--- src/design/glmm_pkg.sv ---
// ----------------------------------------------------------------------------
// Grid local minimum map: shared package
// Types and constants used by the front end, the job queue and the back end.
// ----------------------------------------------------------------------------
package glmm_pkg;

    // Default sizes handed down from the top level.
    localparam int MAX_SIDE_DEFAULT    = 256;
    localparam int VALUE_WIDTH_DEFAULT = 16;

    // Side length register.
    localparam int                     GRID_SIZE_W     = 9;
    localparam logic [GRID_SIZE_W-1:0] GRID_SIZE_RESET = 9'd256;

    // Width of the reported coordinates.
    localparam int COORD_OUT_W = 8;

    // Entries in the queue between front end and back end.
    localparam int QUEUE_DEPTH = 4;

    // Row store selector: row r lives in store r mod 3.
    typedef logic [1:0] slot_t;
    localparam slot_t SLOT_0 = 2'd0;
    localparam slot_t SLOT_1 = 2'd1;
    localparam slot_t SLOT_2 = 2'd2;

    // Classification of one grid cell, worked out by the front end.
    typedef struct packed {
        slot_t slot;       // store that holds the cell's row
        logic  row_ge1;    // row 1 or later
        logic  row_ge2;    // row 2 or later
        logic  col_ge1;    // column 1 or later
        logic  col_ge2;    // column 2 or later
        logic  has_right;  // not in the last column
        logic  last_row;   // in the last row of the grid
        logic  last_col;   // in the last column of the grid
    } job_flags_t;

    localparam int JOB_FLAGS_W = $bits(job_flags_t);

endpackage

--- src/design/glmm_job_queue.sv ---
// ----------------------------------------------------------------------------
// Grid local minimum map: job queue
// Short first-in first-out queue that decouples the front end from the back end.
// ----------------------------------------------------------------------------
module glmm_job_queue #(
    parameter int DATA_W = 32
) (
    input  logic              clk,
    input  logic              rst_n,
    input  logic              push_valid,
    output logic              push_ready,
    input  logic [DATA_W-1:0] push_data,
    output logic              pop_valid,
    input  logic              pop_ready,
    output logic [DATA_W-1:0] pop_data
);
    import glmm_pkg::*;

    localparam int PTR_W = (QUEUE_DEPTH > 1) ? $clog2(QUEUE_DEPTH) : 1;
    localparam int CNT_W = $clog2(QUEUE_DEPTH + 1);

    logic [DATA_W-1:0] entry_reg [QUEUE_DEPTH];
    logic [PTR_W-1:0]  wr_ptr_reg;
    logic [PTR_W-1:0]  wr_ptr_next;
    logic [PTR_W-1:0]  rd_ptr_reg;
    logic [PTR_W-1:0]  rd_ptr_next;
    logic [CNT_W-1:0]  count_reg;
    logic [CNT_W-1:0]  count_next;
    logic              push_fire;
    logic              pop_fire;

    // Handshake status.
    assign push_ready = (count_reg != CNT_W'(QUEUE_DEPTH));
    assign pop_valid  = (count_reg != '0);
    assign pop_data   = entry_reg[rd_ptr_reg];
    assign push_fire  = push_valid && push_ready;
    assign pop_fire   = pop_valid && pop_ready;

    // Pointer and fill count updates.
    always_comb
    begin
        wr_ptr_next = wr_ptr_reg;
        rd_ptr_next = rd_ptr_reg;
        count_next  = count_reg;
        if (push_fire)
        begin
            wr_ptr_next = (wr_ptr_reg == PTR_W'(QUEUE_DEPTH - 1)) ? '0 :
                          wr_ptr_reg + PTR_W'(1);
        end
        if (pop_fire)
        begin
            rd_ptr_next = (rd_ptr_reg == PTR_W'(QUEUE_DEPTH - 1)) ? '0 :
                          rd_ptr_reg + PTR_W'(1);
        end
        if (push_fire && !pop_fire)
        begin
            count_next = count_reg + CNT_W'(1);
        end
        else if (pop_fire && !push_fire)
        begin
            count_next = count_reg - CNT_W'(1);
        end
    end

    always_ff @(posedge clk or negedge rst_n)
    begin
        if (!rst_n)
        begin
            wr_ptr_reg <= '0;
            rd_ptr_reg <= '0;
            count_reg  <= '0;
        end
        else
        begin
            wr_ptr_reg <= wr_ptr_next;
            rd_ptr_reg <= rd_ptr_next;
            count_reg  <= count_next;
        end
    end

    // Entry storage.
    always_ff @(posedge clk)
    begin
        if (push_fire)
        begin
            entry_reg[wr_ptr_reg] <= push_data;
        end
    end

endmodule

--- config.mk ---
export PLATFORM = sky130hd
export DESIGN_NAME = glmm_job_queue
export DESIGN_NICKNAME = d
export VERILOG_FILES = /design/src/design/glmm_pkg.sv /design/src/design/glmm_job_queue.sv
export SDC_FILE = /design/constraint.sdc
export NUM_CORES = 1
export LEC_CHECK = 0
export CAP_MARGIN = 20
export CORE_ASPECT_RATIO = 0.8
export CORE_UTILIZATION = 40
export DETAILED_ROUTE_END_ITERATION = 7
export DONT_BUFFER_PORTS = 1
export MAX_ROUTING_LAYER = met4
export PLACE_DENSITY = 0.51
export SLEW_MARGIN = 20
export SYNTH_ARGS = -nofsm -noshare
export SYNTH_HDL_FRONTEND = slang
export SYNTH_SLANG_ARGS = --single-unit
--- constraint.sdc ---
create_clock -name clk -period 4.55 [get_ports clk]
set_clock_uncertainty 0.2 [all_clocks]
set_input_delay 0.2275 -clock clk [delete_from_list [all_inputs] [get_ports clk]]
set_output_delay 0.2275 -clock clk [all_outputs]
set_load 0.02 [all_outputs]
==> flow_summary.json <==
{
  "num_io_pins": 70,
  "status": "completed",
  "clkSlewWorstSetupHoldPaths_ns": 0.05,
  "postSynthCellCount": 204,
  "cap_violations": 0,
  "crit_required_ns": 4.12,
  "power_density_mw_per_mm2": 703,
  "cp_max_fo": 21,
  "syn_to_final_growth_pct": 23.7,
  "vias": 2153,
  "wire_per_inst_um": 19.6,
  "synth_compound_area_share_pct": 0,
  "rr_endpoint": "count_reg[2]",
  "share_comb_of_total_power_pct": 24.2,
  "dieArea_mm2": 0.0131,
  "pwr-share-clk_pct": 34.2,
  "hold_violations": 0,
  "synth_top_family_by_area": "multiplexers",
  "final_layout_size_suffix_gt1_share_pct": 28.8,
  "insertion_delay_ns": 0.40,
  "cp-end-kind": "output port",
  "p_int_mw": 3.11,
  "holdCritPathClass": "flop to flop",
  "syn-cell-area_mm2": 0.00505,
  "final.period_utilization_pct": 58.1,
  "synth_top_area_share_pct": 76.1,
  "finalMaxSlewViolations": 0,
  "final_nets": 295,
  "synth_seq_cells": 135,
  "fin_util_pct": 51.0,
  "routed_via_density": 4.95,
  "dieHeight_um": 103,
  "relSlewSlack_pct": 40.6,
  "grt_pass1_wl_um": 13100,
  "setup_viol": 0,
  "rsz0062_at_grt": "no",
  "worstPathCellList": "buf_4, mux4_2",
  "crit_arrival_ns": 2.22,
  "start_util_pct": 41.2,
  "synth_xor_area_share_pct": 0.520,
  "grt_use_total_pct": 14.7,
  "startpoint_type": "flop",
  "p_leak_nw": 2.07,
  "antenna_found_initial": 0,
  "drc": 0,
  "holdPathStages": 1,
  "cts_inserted_buffers": 17,
  "largest_reg_flops": 128,
  "clock-sinks": 135,
  "grt_pass1_vias": 2410,
  "grt_max_degree": 35,
  "setup_tns_ns": 0,
  "h-tree-depth": 4,
  "swShare_pct": 29.2,
  "antenna_left": 0,
  "r2r_cells": 8,
  "yosysSeqAreaShare_pct": 79.5,
  "cts_tree": "done",
  "syn_avg_cell_area_um2": 24.8,
  "fmax_mhz": 378,
  "reg2reg_setup_slack_ns": 1.98,
  "muxShareOfSynthArea_pct": 15.5,
  "synth_area_leaders": "edfxtp_1 76%, mux4_2 14%, dfrtp_1 3.5%",
  "min_to": "count_reg[2]",
  "clockRootBuffer": "clkbuf_16",
  "rows": 36,
  "hold_start": "count_reg[2]",
  "fillerInstances": 972,
  "wl_um": 8520,
  "register_area_mm2": 0.00402,
  "synthAdderAreaFrac_pct": 1.88,
  "peakVddDrop_mv": 0.300,
  "coreArea_mm2": 0.0123,
  "dp_hpwl_um": 4950,
  "switching_power_mw": 1.28,
  "crit_slowest_cell": "dfrtp_2",
  "port_buffers": 0,
  "cts_buffer_depth": 2,
  "reg2reg_from": "count_reg[1]",
  "synth_nets": 247,
  "multiInputGateArea_um2": 978,
  "synth.distinct_cells": 19,
  "max_stage_delay_ns": 0.66,
  "synth_top_area_cell": "edfxtp_1",
  "grt-ovfl-total": 0,
  "drt_iter0_drc": 120,
  "die_w_um": 128,
  "drtPass1Iterations": 4,
  "n_antenna_cell": 0,
  "path_class": "flop to output port",
  "synth-simple-area-share_pct": 1.44,
  "yosysWarnings": 0,
  "max_slew.worst_pin.slew_ns": 0.891,
  "power_frac_seq_pct": 41.6,
  "gp_congestion": 0.659,
  "min_period_ns": 2.65
}
-- cell type report --
cell class	count	share of cell area [%]
tap	171	3.42
multi-input combinational	58	15.6
sequential	135	64.3
timing repair buffer	37	5.88
clock inverter	12	3.62
inverter	3	0.180
clock buffer	19	6.92
-- worst max-delay path by stage --
stage          cells after the start     startpoint  slack [ns]            to
3_3_place_gp                       8   count_reg[1]        2.11  count_reg[2]
3_5_place_dp                       8   count_reg[1]        2.00  count_reg[2]
4_1_cts                            2  rd_ptr_reg[0]        1.83  pop_data[24]
2_1_floorplan                      8   count_reg[1]        2.18  count_reg[2]
6_report                           2  rd_ptr_reg[0]        1.90  pop_data[24]
5_1_grt                            2  rd_ptr_reg[0]        1.75  pop_data[10]
-- through the flow --
step | cell area (um^2) | hold slack [ns] | setup slack [ns] | std cells | power, mW
2_1_floorplan | 5050 | -0.268 | 2.18 | 204 | 2.69
3_3_place_gp | 5230 | -0.268 | 2.11 | 368 | 2.85
3_5_place_dp | 5230 | -0.268 | 2.00 | 368 | 2.91
4_1_cts | 6250 | 0.280 | 1.83 | 435 | 4.45
5_1_grt | 6250 | 0.292 | 1.75 | 435 | 4.57
6_report | 6250 | 0.281 | 1.90 | 435 | 4.40
-- placed cells by master, fill, tap and decap left out, types with 2 or more instances in the layout --
cell type | netlist | layout
mux2_4 | 2 | 2
and3_2 | 4 | 4
mux2_2 | 3 | 3
bufinv_16 | 0 | 6
edfxtp_1 | 128 | 128
xor2_1 | 2 | 2
dfrtp_1 | 7 | 5
nor2_1 | 3 | 3
clkbuf_1 | 2 | 2
clkinv_4 | 0 | 3
mux4_2 | 32 | 32
dfrtp_2 | 0 | 2
clkbuf_16 | 0 | 17
dlygate4sd3_1 | 0 | 36
clkinvlp_4 | 0 | 2
inv_1 | 3 | 3
ha_1 | 6 | 6
-- power groups by stage --
stage | sequential (mW) | clock (mW) | combinational [mW]
final | 1.83 | 1.50 | 1.06
after floorplan | 1.72 | 0 | 0.963
after detailed placement | 1.86 | 0 | 1.05
after global placement | 1.83 | 0 | 1.02
after CTS | 1.83 | 1.53 | 1.09
after global routing | 1.86 | 1.58 | 1.13
-- synth_stat cells, drive strengths merged --
master  count
or3b        1
xor2        2
inv         3
ha          6
clkbuf      2
fa          1
edfxtp    128
or3         1
and2        1
nor2        3
mux4       32
and3        4
xnor2       1
dfrtp       7
mux2        5
buf         6
nand2       1
-- what timing repair did --
item,in CTS,in global routing
hold buffers,36,0
endpoints found under the hold margin,139,0
buffers inserted,0,0
gates resized for setup,0,0
-- layer usage --
metal  share of wire, %  track usage (%)
met5                  0                -
met4                1.3             5.70
met3                5.1             4.88
met2                 53             25.9
met1                 40             15.6
-- kinds of logic after synthesis --
group | count (synthesis)
XOR/XNOR | 3
adder cells (fa/ha/maj) | 7
buffers and inverters | 11
multiplexers | 37
AND/OR/NAND/NOR | 11
flip-flops | 135
-- critical path, delay by kind of cell (launching register included) --
kind / cells / cell delay, ns
mux: 1 / 0.66
flops: 1 / 0.66
buf+inv: 1 / 0.48
(Power assumes the default switching activity.)
