File: src/design/glmm_pkg.sv
// ----------------------------------------------------------------------------
// Grid local minimum map: shared package
// Types and constants used by the front end, the job queue and the back end.
// ----------------------------------------------------------------------------
package glmm_pkg;

    // Default sizes handed down from the top level.
    localparam int MAX_SIDE_DEFAULT    = 256;
    localparam int VALUE_WIDTH_DEFAULT = 16;

    // Side length register.
    localparam int                     GRID_SIZE_W     = 9;
    localparam logic [GRID_SIZE_W-1:0] GRID_SIZE_RESET = 9'd256;

    // Width of the reported coordinates.
    localparam int COORD_OUT_W = 8;

    // Entries in the queue between front end and back end.
    localparam int QUEUE_DEPTH = 4;

    // Row store selector: row r lives in store r mod 3.
    typedef logic [1:0] slot_t;
    localparam slot_t SLOT_0 = 2'd0;
    localparam slot_t SLOT_1 = 2'd1;
    localparam slot_t SLOT_2 = 2'd2;

    // Classification of one grid cell, worked out by the front end.
    typedef struct packed {
        slot_t slot;       // store that holds the cell's row
        logic  row_ge1;    // row 1 or later
        logic  row_ge2;    // row 2 or later
        logic  col_ge1;    // column 1 or later
        logic  col_ge2;    // column 2 or later
        logic  has_right;  // not in the last column
        logic  last_row;   // in the last row of the grid
        logic  last_col;   // in the last column of the grid
    } job_flags_t;

    localparam int JOB_FLAGS_W = $bits(job_flags_t);

endpackage

File: src/design/glmm_front.sv
// ----------------------------------------------------------------------------
// Grid local minimum map: front end
// Holds the side length register and the row and column counters, and tags
// each accepted cell with its position and border classification.
// ----------------------------------------------------------------------------
module glmm_front #(
    parameter int  MAX_SIDE    = glmm_pkg::MAX_SIDE_DEFAULT,
    parameter int  VALUE_WIDTH = glmm_pkg::VALUE_WIDTH_DEFAULT,
    localparam int COORD_W     = (MAX_SIDE > 1) ? $clog2(MAX_SIDE) : 1
) (
    input  logic                               clk,
    input  logic                               rst_n,
    input  logic                               cfg_valid,
    output logic                               cfg_ready,
    input  logic [glmm_pkg::GRID_SIZE_W-1:0]   cfg_data,
    input  logic                               in_valid,
    output logic                               in_ready,
    input  logic signed [VALUE_WIDTH-1:0]      cell_value,
    output logic                               push_valid,
    input  logic                               push_ready,
    output logic [VALUE_WIDTH-1:0]             push_value,
    output logic [COORD_W-1:0]                 push_row,
    output logic [COORD_W-1:0]                 push_col,
    output glmm_pkg::job_flags_t               push_flags
);
    import glmm_pkg::*;

    localparam int SIDE_W = $clog2(MAX_SIDE + 1);
    localparam int CMP_W  = (SIDE_W > GRID_SIZE_W) ? SIDE_W : GRID_SIZE_W;

    logic [GRID_SIZE_W-1:0] grid_size_reg;
    logic [GRID_SIZE_W-1:0] grid_size_next;
    logic [COORD_W-1:0]     row_reg;
    logic [COORD_W-1:0]     row_next;
    logic [COORD_W-1:0]     col_reg;
    logic [COORD_W-1:0]     col_next;
    slot_t                  slot_reg;
    slot_t                  slot_next;
    logic [CMP_W-1:0]       size_ext;
    logic [CMP_W-1:0]       side;
    logic [COORD_W-1:0]     last_idx;
    logic                   at_last_col;
    logic                   at_last_row;
    logic                   cfg_fire;
    logic                   push_fire;

    // The register port never stalls; cells pass straight on to the queue.
    assign cfg_ready  = 1'b1;
    assign cfg_fire   = cfg_valid && cfg_ready;
    assign push_valid = in_valid;
    assign in_ready   = push_ready;
    assign push_fire  = push_valid && push_ready;
    assign push_value = cell_value;

    // Effective side length: zero acts as one, oversize values saturate.
    always_comb
    begin
        size_ext = CMP_W'(grid_size_reg);
        if (size_ext == '0)
        begin
            side = CMP_W'(1);
        end
        else if (size_ext > CMP_W'(MAX_SIDE))
        begin
            side = CMP_W'(MAX_SIDE);
        end
        else
        begin
            side = size_ext;
        end
    end

    assign last_idx    = COORD_W'(side - CMP_W'(1));
    assign at_last_col = (col_reg == last_idx);
    assign at_last_row = (row_reg == last_idx);

    // Position and border classification of the cell being accepted.
    always_comb
    begin
        push_row             = row_reg;
        push_col             = col_reg;
        push_flags.slot      = slot_reg;
        push_flags.row_ge1   = (row_reg != '0);
        push_flags.row_ge2   = (row_reg > COORD_W'(1));
        push_flags.col_ge1   = (col_reg != '0);
        push_flags.col_ge2   = (col_reg > COORD_W'(1));
        push_flags.has_right = !at_last_col;
        push_flags.last_row  = at_last_row;
        push_flags.last_col  = at_last_col;
    end

    // Raster counters; a register write restarts the grid at the origin.
    always_comb
    begin
        grid_size_next = grid_size_reg;
        row_next       = row_reg;
        col_next       = col_reg;
        slot_next      = slot_reg;
        if (cfg_fire)
        begin
            grid_size_next = cfg_data;
            row_next       = '0;
            col_next       = '0;
            slot_next      = SLOT_0;
        end
        else if (push_fire)
        begin
            if (at_last_col)
            begin
                col_next = '0;
                if (at_last_row)
                begin
                    row_next  = '0;
                    slot_next = SLOT_0;
                end
                else
                begin
                    row_next = row_reg + COORD_W'(1);
                    case (slot_reg)
                        SLOT_0:  slot_next = SLOT_1;
                        SLOT_1:  slot_next = SLOT_2;
                        default: slot_next = SLOT_0;
                    endcase
                end
            end
            else
            begin
                col_next = col_reg + COORD_W'(1);
            end
        end
    end

    always_ff @(posedge clk or negedge rst_n)
    begin
        if (!rst_n)
        begin
            grid_size_reg <= GRID_SIZE_RESET;
            row_reg       <= '0;
            col_reg       <= '0;
            slot_reg      <= SLOT_0;
        end
        else
        begin
            grid_size_reg <= grid_size_next;
            row_reg       <= row_next;
            col_reg       <= col_next;
            slot_reg      <= slot_next;
        end
    end

endmodule

File: config.mk
export PLATFORM = sky130hd
export DESIGN_NAME = glmm_front
export DESIGN_NICKNAME = d
export VERILOG_FILES = /design/src/design/glmm_pkg.sv /design/src/design/glmm_front.sv
export SDC_FILE = /design/constraint.sdc
export NUM_CORES = 1
export LEC_CHECK = 0
export BUFFER_PORTS_ARGS = -buffer_cell sky130_fd_sc_hd__buf_2
export CAP_MARGIN = 20
export CELL_PAD_IN_SITES_DETAIL_PLACEMENT = 0
export CELL_PAD_IN_SITES_GLOBAL_PLACEMENT = 1
export CORE_AREA = 2 2 76 78
export DETAILED_ROUTE_END_ITERATION = 6
export DIE_AREA = 0 0 78 80
export GPL_TIMING_DRIVEN = 0
export PLACE_DENSITY_LB_ADDON = 0.1
export SLEW_MARGIN = 20
export SYNTH_ARGS = -nofsm -noshare
export SYNTH_HDL_FRONTEND = slang
export SYNTH_SLANG_ARGS = --single-unit
File: constraint.sdc
create_clock -name clk -period 6.9 [get_ports clk]
set_input_delay 1.38 -clock clk [delete_from_list [all_inputs] [get_ports clk]]
set_output_delay 1.38 -clock clk [all_outputs]
set_load 0.01 [all_outputs]
==> flow_summary.yaml, run 1 <==
run_status:
  status: "finished, final reports clean"
worst_setup_path:
  cp.depth: 10
  worstPathArrival_ns: 3.68
  crit_family: "compound AO/OA/AOI/OAI gates"
  rr_worst_depth: 11
  path_class: "reg -> out"
  startpoint_type: "flip-flop"
  worstPathCellList: "nor4_4 -> a32oi_1 -> ha_1 -> xnor2_1 -> xnor2_1 -> a2111oi_1 -> nand3_1 -> inv_1 -> buf_4 -> buf_2"
  critPathSlowestCell: "a2111oi_1"
  end_kind: "primary output"
  max_stage_delay_ns: 0.61
  crit_top_cell: "xnor2_1"
  critPathBufInv: 3
  path_max_fanout: 8
  required_ns: 5.52
place:
  hpwl_um: 3800
  place_congestion: 0.808
  dp.cells: 356
  dp_slack_ns: 2.14
  io_buffers: 55
global_route:
  grt_max_degree: 28
  grt_overflow: 0
  grt_use_total: 0.172
  antenna_found_initial: 0
  grt_pass1_vias: 1744
  grt_pass1_wl_um: 8500
routing:
  via_count: 1858
  route.met2.wl_um: 2350
  wl_per_cell_um: 14.0
  drt_first_pass_iters: 4
  wirelength_um: 5050
  viasPerCell: 5.16
  wl_met3_um: 354
  ant_nets: 0
  wl_met1_um: 2320
  drt_iter0_markers: 84
  top_layer_used: "met4"
  drc: 0
synthesis:
  netlist_instances: 229
  yosysSeqAreaShare: 0.321
  synth_cell_types: 52
  synth_edf_count: 0
  syn_area_per_cell_sq_um: 9.21
  synth_warnings: 0
  syn_area_sq_mm: 0.00211
  syn_nets: 266
  synth_ff_type: "dfrtp_1"
  synth_seq_cells: 27
  async_reset_ff_frac: 1.00
clock_tree:
  clk_path_buf_depth: 2
  clock_latency_ns: 0.28
  cts_setup_buffers: 0
  htree_num_levels: 1
  postCtsHoldBufs: 0
  numCtsBuffers: 3
  cts_root_buf: "clkbuf_8"
  clk_pin_slew_ns: 0.11
  cts.sinks: 27
  ctsResizeCount: 0
  cts_tree: "built"
timing:
  finalClockSkew_ns: 0.0143
  final_hold_viol_count: 0
  rsz0062_at_grt: "no"
  fmax_ghz: 0.198
  period_minus_slack_ns: 5.06
  slew_headroom: 0.548
  worstMarginPinSlew_ns: 0.670
  slew_viol_final: 0
  setup-tns-final_ns: 0
  setup_viol: 0
  fin_ws_ns: 1.84
  post-route-period-util: 0.733
  whs_ns: 0.552
final_layout:
  drive_above_1_share: 0.365
  seqCellArea_sq_um: 677
  area_growth_pct: 19.6
  n_antenna_cell: 0
  largest_reg_flops: 9
  num-fill-cells: 557
  nets: 326
  final_cells: 360
  utilization: 0.467
  multi_input_area_sq_mm: 0.00118
floorplan:
  dieWidth_um: 78
  ioPinCount: 74
  die_h_um: 80
  rows: 27
  die_area_sq_mm: 0.00624
  coreArea_sq_mm: 0.00541
  initial_utilization: 0.390
flow_run:
  drv_cap: 0
power:
  vdd.ir_drop.worst_v: 0.0000959
  power_density_mw_per_mm2: 145
  leakage_nw: 1.18
worst_hold_path:
  min_path_cells: 3
  hold_class: "reg -> reg"
==> tightest hold or removal path, cell delays in order (launching register included) <==
cell	delay [ns]
dfrtp_1	0.35
inv_1	0.06
nand2_1	0.06
o22ai_1	0.06
==> per-stage QoR <==
stage | cell area (sq um) | total power, mW
global route | 2520 | 0.393
floorplan | 2110 | 0.248
detailed placement | 2470 | 0.276
finish | 2520 | 0.367
global placement | 2470 | 0.276
CTS | 2520 | 0.375
==> where the power goes <==
part | total [mW] | internal, mW | switching (mW)
clock | 0.0944 | 0.0411 | 0.0534
sequential | 0.175 | 0.164 | 0.0103
combinational | 0.0979 | 0.0439 | 0.0540
==> cell usage after synthesis (3+ instances only) <==
library cell / number / area, sq um
a21oi_1: 8 / 40.0
a31oi_1: 5 / 31.3
buf_4: 22 / 165
clkbuf_1: 4 / 15.0
dfrtp_1: 26 / 651
ha_1: 7 / 87.6
inv_1: 13 / 48.8
mux2_2: 8 / 90.1
nand2_1: 20 / 75.1
nand2b_1: 5 / 31.3
nand3_1: 10 / 50.1
nor2_1: 11 / 41.3
nor3_1: 7 / 35.0
o211ai_1: 4 / 30.0
o21ai_0: 10 / 50.1
o22ai_1: 3 / 18.8
o32ai_2: 3 / 48.8
or3_1: 6 / 37.5
or4_1: 3 / 22.5
xnor2_1: 10 / 87.6
xor2_1: 6 / 52.6
==> layer usage <==
layer / vias to the layer above / GRT usage
li1: 918 / -
met1: 871 / 0.241
met2: 65 / 0.278
met3: 4 / 0.0294
met4: 0 / 0.0351
met5: - / 0
==> final timing paths <==
kind	start	slack [ns]	end
max in group asynchronous	rst_n	5.38	push_row[7]
hold reg to reg	slot_reg[1]	0.55	slot_reg[0]
min in group asynchronous	rst_n	1.10	push_col[2]
hold / removal	slot_reg[1]	0.55	slot_reg[0]
setup reg to reg	grid_size_reg[8]	3.18	push_row[7]
setup / recovery	grid_size_reg[5]	1.84	push_flags[1]
==> logic make-up (layout without fill, tap and decap cells) <==
group,Yosys count,after routing,share of synthesized area
buffers and inverters,43,102,0.120
other,1,1,0.00178
AND/OR/NAND/NOR,74,74,0.202
adder cells (fa/ha/maj),7,7,0.0415
flip-flops,27,27,0.321
AO/OA/AOI/OAI,51,51,0.195
multiplexers,10,10,0.0522
XOR/XNOR,16,16,0.0665
==> placed cells by master (no fill, tap or decap), types with 5 or more instances in the layout <==
cell      netlist  routed
a21oi_1         8       8
xor2_1          6       6
nand2b_1        5       5
nand2_1        20      20
nand3_1        10      10
nor3_1          7       7
buf_4          22      22
mux2_2          8       8
a31oi_1         5       5
dfrtp_1        26      26
o21ai_0        10      10
ha_1            7       7
xnor2_1        10      10
inv_1          13      13
buf_2           2      57
or3_1           6       6
nor2_1         11      11
==> area by class of cell <==
cell class / instances / share of cell area
multi-input combinational: 159 / 0.467
sequential: 27 / 0.268
timing repair buffer: 55 / 0.109
buffer: 30 / 0.0813
tap: 72 / 0.0357
inverter: 13 / 0.0193
clock buffer: 3 / 0.0164
clock inverter: 1 / 0.00298
(Power assumes the default switching activity.)
==> inputs of run 2 (changes only) <==
--- a/config.mk
+++ b/config.mk
@@ -9,9 +9,9 @@
 export CAP_MARGIN = 20
 export CELL_PAD_IN_SITES_DETAIL_PLACEMENT = 0
 export CELL_PAD_IN_SITES_GLOBAL_PLACEMENT = 1
-export CORE_AREA = 2 2 76 78
+export CORE_AREA = 2 2 83 85
 export DETAILED_ROUTE_END_ITERATION = 6
-export DIE_AREA = 0 0 78 80
+export DIE_AREA = 0 0 85 87
 export GPL_TIMING_DRIVEN = 0
 export PLACE_DENSITY_LB_ADDON = 0.1
 export SLEW_MARGIN = 20
==> constraint.sdc (replaced) <==
create_clock -name clk -period 4.55 [get_ports clk]
set_input_delay 0.91 -clock clk [delete_from_list [all_inputs] [get_ports clk]]
set_output_delay 0.91 -clock clk [all_outputs]
set_load 0.01 [all_outputs]
==> run 2 against run 1 <==
Wire length rose by 3.1%. Non-clock buffer count is 1 higher. Clock skew down 0.0094 ns. Count of clock-buffer cells in the layout grew 1. Combinational power is 59% higher. Sequential share of layout area decreased by 0.50 points. Worst hold slack better by 0.010 ns. Via count decreased by 0.59%. Global-route usage shrank 2.6 points. First-iteration DRC count decreased by 39%. Critical path type unchanged. Largest power group unchanged.
==> flow_summary.yaml, run 2 (synthesized netlist as in run 1, its figures left out) <==
global_route:
  antenna_found_initial: 0
  grt_use_met2: 0.240
  busiest_layer: "met2"
  grt_pass1_wl_um: 8560
  grt_pass1_vias: 1727
  grt_overflow: 0
  grt_max_degree: 28
  met1_usage: 0.189
  grtUsageMet3: 0.0218
  grt_use_total: 0.145
routing:
  drt_first_pass_iters: 4
  drc: 0
  via_count: 1847
  wirelength_um: 5200
  ant_nets: 0
  wl_per_cell_um: 14.1
  drt_iter0_markers: 51
  viasPerCell: 5.01
clock_tree:
  cts_root_buf: "clkbuf_8"
  clk_path_buf_depth: 2
  numCtsBuffers: 3
  clock_latency_ns: 0.27
  cts.sinks: 27
  clk_pin_slew_ns: 0.10
  cts_tree: "built"
  postCtsHoldBufs: 0
  htree_num_levels: 1
worst_setup_path:
  max_stage_delay_ns: 0.56
  r2r_start: "grid_size_reg[8]"
  reg2reg_slack_ns: 0.96
  worstPathArrival_ns: 3.32
  rr_worst_depth: 11
  path_max_fanout: 10
  worstPathCellList: "buf_2 -> nor2_1 -> a32oi_2 -> ha_2 -> o21ai_0 -> or3_1 -> a221oi_2 -> nand3_1 -> inv_1 -> buf_4 -> buf_2"
  path_class: "reg -> out"
  r2r_end: "push_row[7]"
  startpoint: "grid_size_reg[8]"
  critPathSlowestCell: "dfstp_2"
  startpoint_type: "flip-flop"
  required_ns: 3.64
  crit_end: "push_flags[1]"
  end_kind: "primary output"
  crit_top_cell: "buf_2"
timing:
  post-route-period-util: 0.929
  slew_headroom: 0.591
  rsz0062_at_grt: "no"
  worstMarginPinSlew_ns: 0.606
  fmax_ghz: 0.237
  period_minus_slack_ns: 4.23
  final_hold_viol_count: 0
  setup_viol: 0
  setup-tns-final_ns: 0
  finalClockSkew_ns: 0.00490
  slew_viol_final: 0
floorplan:
  dieWidth_um: 85
  die_h_um: 87
  ioPinCount: 74
  coreArea_sq_mm: 0.00657
  initial_utilization: 0.321
  rows: 30
  die_area_sq_mm: 0.00740
final_layout:
  layout_commonest_cell: "buf_2"
  multi_input_area_sq_mm: 0.00121
  area_growth_pct: 21.9
  seqCellArea_sq_um: 677
  largest_reg_flops: 9
  layout_common_cells: "buf_2, dfrtp_1, buf_4, nand2_1, inv_1"
  n_antenna_cell: 0
  nets: 327
  drive_above_1_share: 0.384
  num-fill-cells: 695
  fin_area_sq_mm: 0.00257
place:
  place_congestion: 0.853
  io_buffers: 55
  place_area_sq_mm: 0.00248
  hpwl_um: 3970
power:
  vdd.ir_drop.worst_v: 0.000105
  p_comb_frac: 0.277
  p_clk_frac: 0.252
  leakage_nw: 1.20
  power_switching_mw: 0.181
  p_int_mw: 0.382
  swShare: 0.321
  pwr-share-seq: 0.471
  power_density_mw_per_mm2: 219
flow_run:
  drv_cap: 0
worst_hold_path:
  hold_class: "reg -> reg"
run_status:
  status: "finished, final reports clean"
-- run 2: what timing repair did --
| item | 4_1_cts | 5_1_grt |
|---|---|---|
| setup endpoints to repair | 1 | 3 |
| gates resized for setup | 1 | 5 |
| buffers inserted | 0 | 1 |
| pin swaps | 0 | 1 |
| hold endpoints to repair | 0 | 0 |
-- run 2: worst min path at each step --
stage	from	to	slack [ns]	depth (start not counted)
global placement	slot_reg[1]	slot_reg[1]	0.54	3
CTS	slot_reg[0]	slot_reg[1]	0.57	2
global route	slot_reg[1]	slot_reg[0]	0.61	3
floorplan	grid_size_reg[0]	grid_size_reg[0]	0.54	1
detailed placement	slot_reg[0]	slot_reg[1]	0.55	2
finish	slot_reg[0]	slot_reg[1]	0.56	2
-- run 2: power groups by stage --
stage               Combinational (mW)  Clock [mW]  Sequential [mW]
global route                     0.173       0.160            0.267
CTS                              0.152       0.152            0.265
detailed placement               0.150           0            0.269
finish                           0.156       0.142            0.265
floorplan                        0.110           0            0.265
global placement                 0.150           0            0.269
-- run 2: critical path: cells and delay by family (launching register included) --
kind	cells	cell delay, ns
AND/OR/NAND/NOR	3	0.68
buffers and inverters	4	0.59
flip-flops	1	0.56
AO/OA/AOI/OAI	3	0.88
adder cells (fa/ha/maj)	1	0.34
-- run 2: layer usage --
metal	wire length, um	vias to the layer above
met4	116	0
met3	250	6
met1	2430	864
met2	2410	55
li1	-	922
met5	0	-
-- run 2: area by class of cell --
| class | instances | area share |
|---|---|---|
| Multi-Input combinational cell | 159 | 0.471 |
| Buffer | 30 | 0.0798 |
| Timing Repair Buffer | 56 | 0.110 |
| Tap cell | 80 | 0.0389 |
| Clock buffer | 4 | 0.0175 |
| Inverter | 13 | 0.0190 |
| Sequential cell | 27 | 0.263 |
-- run 2: metrics by stage --
step	total power, mW	hold WS, ns	util	std cells	worst slack [ns]
CTS	0.568	0.568	0.386	368	0.0475
finish	0.563	0.562	0.391	369	0.322
floorplan	0.375	0.544	-	229	0.901
detailed placement	0.420	0.553	0.378	364	0.259
global placement	0.419	0.539	0.378	364	0.299
global route	0.600	0.615	0.391	369	0.0213
